$ cat src/rtl/core/stpr_pkg.sv
// Shared types and constants of the scrolling tilemap pixel renderer.
// Used by every module under rtl/core but stpr_ram; depends on nothing else.
package stpr_pkg;

  // Tile geometry and map limits.
  localparam int unsigned TILE_SIZE       = 16;
  localparam int unsigned TILE_W          = $clog2(TILE_SIZE);
  localparam int unsigned MAX_MAP_COLUMNS = 64;
  localparam int unsigned MAX_MAP_ROWS    = 64;
  localparam int unsigned COL_W           = $clog2(MAX_MAP_COLUMNS);
  localparam int unsigned ROW_W           = $clog2(MAX_MAP_ROWS);
  localparam int unsigned TILE_SLOTS      = 16;

  // Both stores are 4096 entries deep.
  localparam int unsigned STORE_DEPTH = 4096;
  localparam int unsigned ADDR_W      = $clog2(STORE_DEPTH);
  localparam int unsigned SLOT_W      = ADDR_W - 2 * TILE_W;
  localparam int unsigned MAP_DATA_W  = 16;
  localparam int unsigned PIX_W       = 32;

  localparam int unsigned OFS_W   = 11;
  localparam int unsigned SCR_W   = 12;
  localparam int unsigned WORLD_W = 13;

  localparam logic [PIX_W-1:0] TRANSPARENT_KEY = 32'hFF00_0000;

  // Result queue depth; it also bounds the number of transactions in flight.
  localparam int unsigned RES_FIFO_DEPTH = 8;

  typedef enum logic [1:0] {
    OP_MAP_WR  = 2'd0,
    OP_TILE_WR = 2'd1,
    OP_SCROLL  = 2'd2,
    OP_RENDER  = 2'd3
  } op_e;

  // Configuration register indexes (byte address is four times the index).
  localparam logic [2:0] REG_MAP_COLUMNS   = 3'd0;
  localparam logic [2:0] REG_MAP_ROWS_USED = 3'd1;
  localparam logic [2:0] REG_TILE_COUNT    = 3'd2;
  localparam logic [2:0] REG_VIEW_WIDTH    = 3'd3;
  localparam logic [2:0] REG_VIEW_HEIGHT   = 3'd4;

  typedef struct packed {
    logic [6:0]  map_columns;
    logic [6:0]  map_rows_used;
    logic [4:0]  tile_count;
    logic [11:0] view_width;
    logic [11:0] view_height;
  } cfg_t;

  typedef struct packed {
    logic [PIX_W-1:0] pixel_color;
    logic             pixel_drawn;
    logic [OFS_W-1:0] offset_x;
    logic [OFS_W-1:0] offset_y;
  } result_t;

endpackage

$ cat src/rtl/core/stpr_res_fifo.sv
// Result queue between the render pipeline and the output channel.
// Depends on stpr_pkg for the result type and the queue depth.
module stpr_res_fifo (
  input  logic              clk_i,
  input  logic              rst_ni,
  input  logic              push_i,
  input  stpr_pkg::result_t data_i,
  input  logic              pop_i,
  output logic              valid_o,
  output stpr_pkg::result_t data_o
);
  import stpr_pkg::*;

  localparam int unsigned PTR_W = $clog2(RES_FIFO_DEPTH);
  localparam int unsigned CNT_W = $clog2(RES_FIFO_DEPTH + 1);

  result_t          entry_q [RES_FIFO_DEPTH];
  logic [PTR_W-1:0] wr_ptr_q, wr_ptr_d;
  logic [PTR_W-1:0] rd_ptr_q, rd_ptr_d;
  logic [CNT_W-1:0] count_q, count_d;
  logic             do_pop;

  assign valid_o = (count_q != '0);
  assign data_o  = entry_q[rd_ptr_q];
  assign do_pop  = pop_i && valid_o;

  always_comb begin
    wr_ptr_d = push_i ? wr_ptr_q + PTR_W'(1) : wr_ptr_q;
    rd_ptr_d = do_pop ? rd_ptr_q + PTR_W'(1) : rd_ptr_q;
    count_d  = count_q + CNT_W'(push_i) - CNT_W'(do_pop);
  end

  always_ff @(posedge clk_i or negedge rst_ni) begin
    if (!rst_ni) begin
      wr_ptr_q <= '0;
      rd_ptr_q <= '0;
      count_q  <= '0;
    end else begin
      wr_ptr_q <= wr_ptr_d;
      rd_ptr_q <= rd_ptr_d;
      count_q  <= count_d;
    end
  end

  always_ff @(posedge clk_i) begin
    if (push_i) begin
      entry_q[wr_ptr_q] <= data_i;
    end
  end

endmodule

$ cat config.mk
export PLATFORM = sky130hd
export DESIGN_NAME = stpr_res_fifo
export DESIGN_NICKNAME = d
export VERILOG_FILES = /design/src/rtl/core/stpr_pkg.sv /design/src/rtl/core/stpr_res_fifo.sv
export SDC_FILE = /design/constraint.sdc
export NUM_CORES = 1
export LEC_CHECK = 0
export BUFFER_PORTS_ARGS = -buffer_cell sky130_fd_sc_hd__buf_2
export CORE_UTILIZATION = 60
export CTS_CLUSTER_DIAMETER = 100
export DETAILED_ROUTE_END_ITERATION = 6
export PLACE_DENSITY = 0.85
export SLEW_MARGIN = 20
export SYNTH_ARGS = -nofsm -noshare
export SYNTH_HDL_FRONTEND = slang
export SYNTH_SLANG_ARGS = --single-unit
export TNS_END_PERCENT = 5
$ cat constraint.sdc
create_clock -name clk_i -period 5.5 [get_ports clk_i]
set_input_delay 0.55 -clock clk_i [delete_from_list [all_inputs] [get_ports clk_i]]
set_output_delay 0.55 -clock clk_i [all_outputs]
set_load 0.03 [all_outputs]
==> impl_metrics.ini <==
[power_and_ir_drop]
power_mw = 11.2
power.density_nw_per_um2 = 570
vdd_ir_drop_max_v = 0.000454
p_int_mw = 7.63
power_frac_seq_pct = 42.0
power.share.combinational_pct = 30.9
power_switching_mw = 3.53
clockPowerShare_pct = 27.1
p_leak_nw = 6.43
p_sw_share_pct = 31.6

[synthesis]
post_synth.cell_area_avg_um2 = 24.8
syn_inst = 689
synthDistinctLibCells = 22
synth_area_um2 = 17100
syn-num-nets = 756
synth_seq_cells = 450
yosys_warnings = 0
synth-seq-area-share_pct = 78.9

[drt]
wl_per_cell_um = 25.9
totalWireLength_um = 32300
final_antenna_net_count = 0
vias = 7655
remaining_drc_errors = 0
dr.pass1.iters = 5
drt_iter0_drc = 725
viasPerCell = 6.14

[setup_path]
crit_path_top_delay_cell = dfrtp_4
path_delay_family = flip-flops
cp_max_fo = 47
end_kind = primary output
worst-path-buf-inv = 2
crit_path_start_kind = flop
cp.required_ns = 4.95
slowest_delay_ns = 1.04
cp.arrival_ns = 3.15
crit_type = flop to primary output
crit_chain = buf_4 > mux4_2 > mux2_2 > buf_2

[sta]
hold_viol_final = 0
period_share_pct = 67.3
tightest_slew_ns = 1.07
rsz0062_at_grt = false
max_slew_margin_pct = 28.2
post-route-min-period_ns = 3.70
fmax_mhz = 270
setup_tns_ns = 0
finalSetupViolations = 0
slew_violations = 0
fin_skew_ns = 0.0165

[cells_and_area]
nets = 900
area_delta_synth_final_pct = 14.8
nFillCells = 1589
final_cell_count_no_fill = 1246
fin_util_pct = 70.3
layout-drive-gt1-share_pct = 42.8
final_cell_area_um2 = 19600

[clock_tree]
clk_pin_slew_ns = 0.06
ctsRootBufferMaster = clkbuf_16
clock_latency_ns = 0.54
cts_tree = done
clock_path_buffers = 3
post_cts.repair.setup_buffers = 0
cts.sinks = 450
postCtsHoldBufs = 1
htreeDepth = 2
cts_buffers = 43
post_cts_resized = 0

[die]
ios = 115
num_rows = 61
die_h_um = 171
core_area_um2 = 27900
start_util_pct = 61.2
die_w_um = 171
die_area_um2 = 29100

[place]
place_hpwl_um = 16300
placed_area_um2 = 18100
port_buffers = 114
gp_congestion = 0.673
dp.cells = 1165

[global_routing]
grt_pass1_wl_um = 48100
grt_usage_pct = 23.1
grt_pass1_vias = 8096
grt_max_degree = 56
globalRouteOverflowTotal = 0
antenna_found_initial = 4

[worst_hold_path]
hold_class = primary input to flop

[outcome]
status = finished clean

[run]
maxCapViolations = 0
power groups by stage:
stage	sequential, mW	combinational, mW	clock [mW]
3_3_place_gp	4.72	3.40	0
5_1_grt	4.74	3.66	3.19
3_5_place_dp	4.76	3.45	0
6_report	4.69	3.44	3.03
2_1_floorplan	4.50	2.80	0
4_1_cts	4.70	3.49	3.07
state kept, by name, indices dropped and copies added (netlist names):
| signal | flops |
|---|---|
| entry_q | 440 |
| count_q | 4 |
| rd_ptr_q | 3 |
| wr_ptr_q | 3 |
cells by family (layout without fill, tap and decap cells):
kind of cell	after synthesis	in the layout	synth area share (%)
simple gates	17	17	0.469
other cells	0	4	0
flops	450	450	78.9
buf+inv	39	214	1.30
fa+ha+maj	8	8	0.631
xor+xnor	6	6	0.308
compound gates	2	2	0.0733
mux	167	167	18.3
layout make-up:
class / instances / area, um^2 / share of cell area, %
tap: 378 / 473 / 2.41
antenna: 4 / 10.0 / 0.0511
sequential: 450 / 13500 / 68.8
clock buffer: 51 / 1150 / 5.86
inverter: 9 / 33.8 / 0.172
multi-input combinational: 200 / 3430 / 17.5
clock inverter: 25 / 305 / 1.56
timing repair buffer: 129 / 718 / 3.67
per-layer routing:
| metal | vias to the layer above | GRT usage (%) | routed length [um] |
|---|---|---|---|
| met5 | - | 0 | 0 |
| met4 | 0 | 8.73 | 919 |
| met3 | 76 | 5.18 | 2260 |
| met2 | 303 | 37.1 | 16500 |
| met1 | 4057 | 31.3 | 12600 |
| li1 | 3219 | - | - |
worst paths after layout:
kind	start	to	slack, ns	depth (start not counted)
worst max-delay path	rd_ptr_q[0]$_DFFE_PN0P_	data_o[4]	1.80	4
worst min-delay path	data_i[27]	entry_q[3][27]$_DFFE_PP_	0.28	1
worst max register to register	wr_ptr_q[1]$_DFFE_PN0P_	entry_q[5][42]$_DFFE_PP_	2.92	3
worst min register to register	wr_ptr_q[1]$_DFFE_PN0P_	wr_ptr_q[1]$_DFFE_PN0P_	0.56	1
max in group asynchronous	rst_ni	rd_ptr_q[1]$_DFFE_PN0P_	4.88	2
min in group asynchronous	rst_ni	count_q[3]$_DFF_PN0_	0.40	2
synth_stat cells (all sizes together):
| master | n | share of area (%) |
|---|---|---|
| nand3 | 1 | 0.029 |
| nand2b | 3 | 0.11 |
| nor2 | 6 | 0.13 |
| mux2 | 57 | 3.8 |
| inv | 9 | 0.20 |
| nand2 | 4 | 0.088 |
| clkbuf | 7 | 0.15 |
| mux4 | 110 | 15 |
| or3b | 1 | 0.051 |
| a21oi | 1 | 0.029 |
| buf | 23 | 0.95 |
| xnor2 | 4 | 0.21 |
| a21o | 1 | 0.044 |
| edfxtp | 440 | 77 |
| xor2 | 2 | 0.10 |
| nor3 | 2 | 0.059 |
| dfrtp | 10 | 1.5 |
| fa | 1 | 0.12 |
| ha | 7 | 0.51 |
placed cells by master, fill, tap and decap left out, types with 2 or more instances in the layout:
cell type / n
clkinv_2: 6
inv_1: 9
mux2_2: 57
nor3_2: 2
ha_1: 7
buf_2: 114
mux4_2: 110
bufinv_16: 7
nand2b_1: 3
dfrtp_1: 7
nor2_4: 6
edfxtp_1: 440
buf_4: 12
nand2_1: 4
clkinvlp_4: 4
dfrtp_4: 2
xnor2_1: 4
clkbuf_1: 6
xor2_1: 2
clkbuf_16: 45
clkinv_1: 7
diode_2: 4
per-stage QoR:
stage	worst slack, ns	hold slack (ns)
3_5_place_dp	2.25	0.421
2_1_floorplan	0.573	0.254
5_1_grt	1.56	0.266
6_report	1.80	0.278
3_3_place_gp	2.30	0.421
4_1_cts	1.66	0.257
Power figures use the tool's default switching activity.
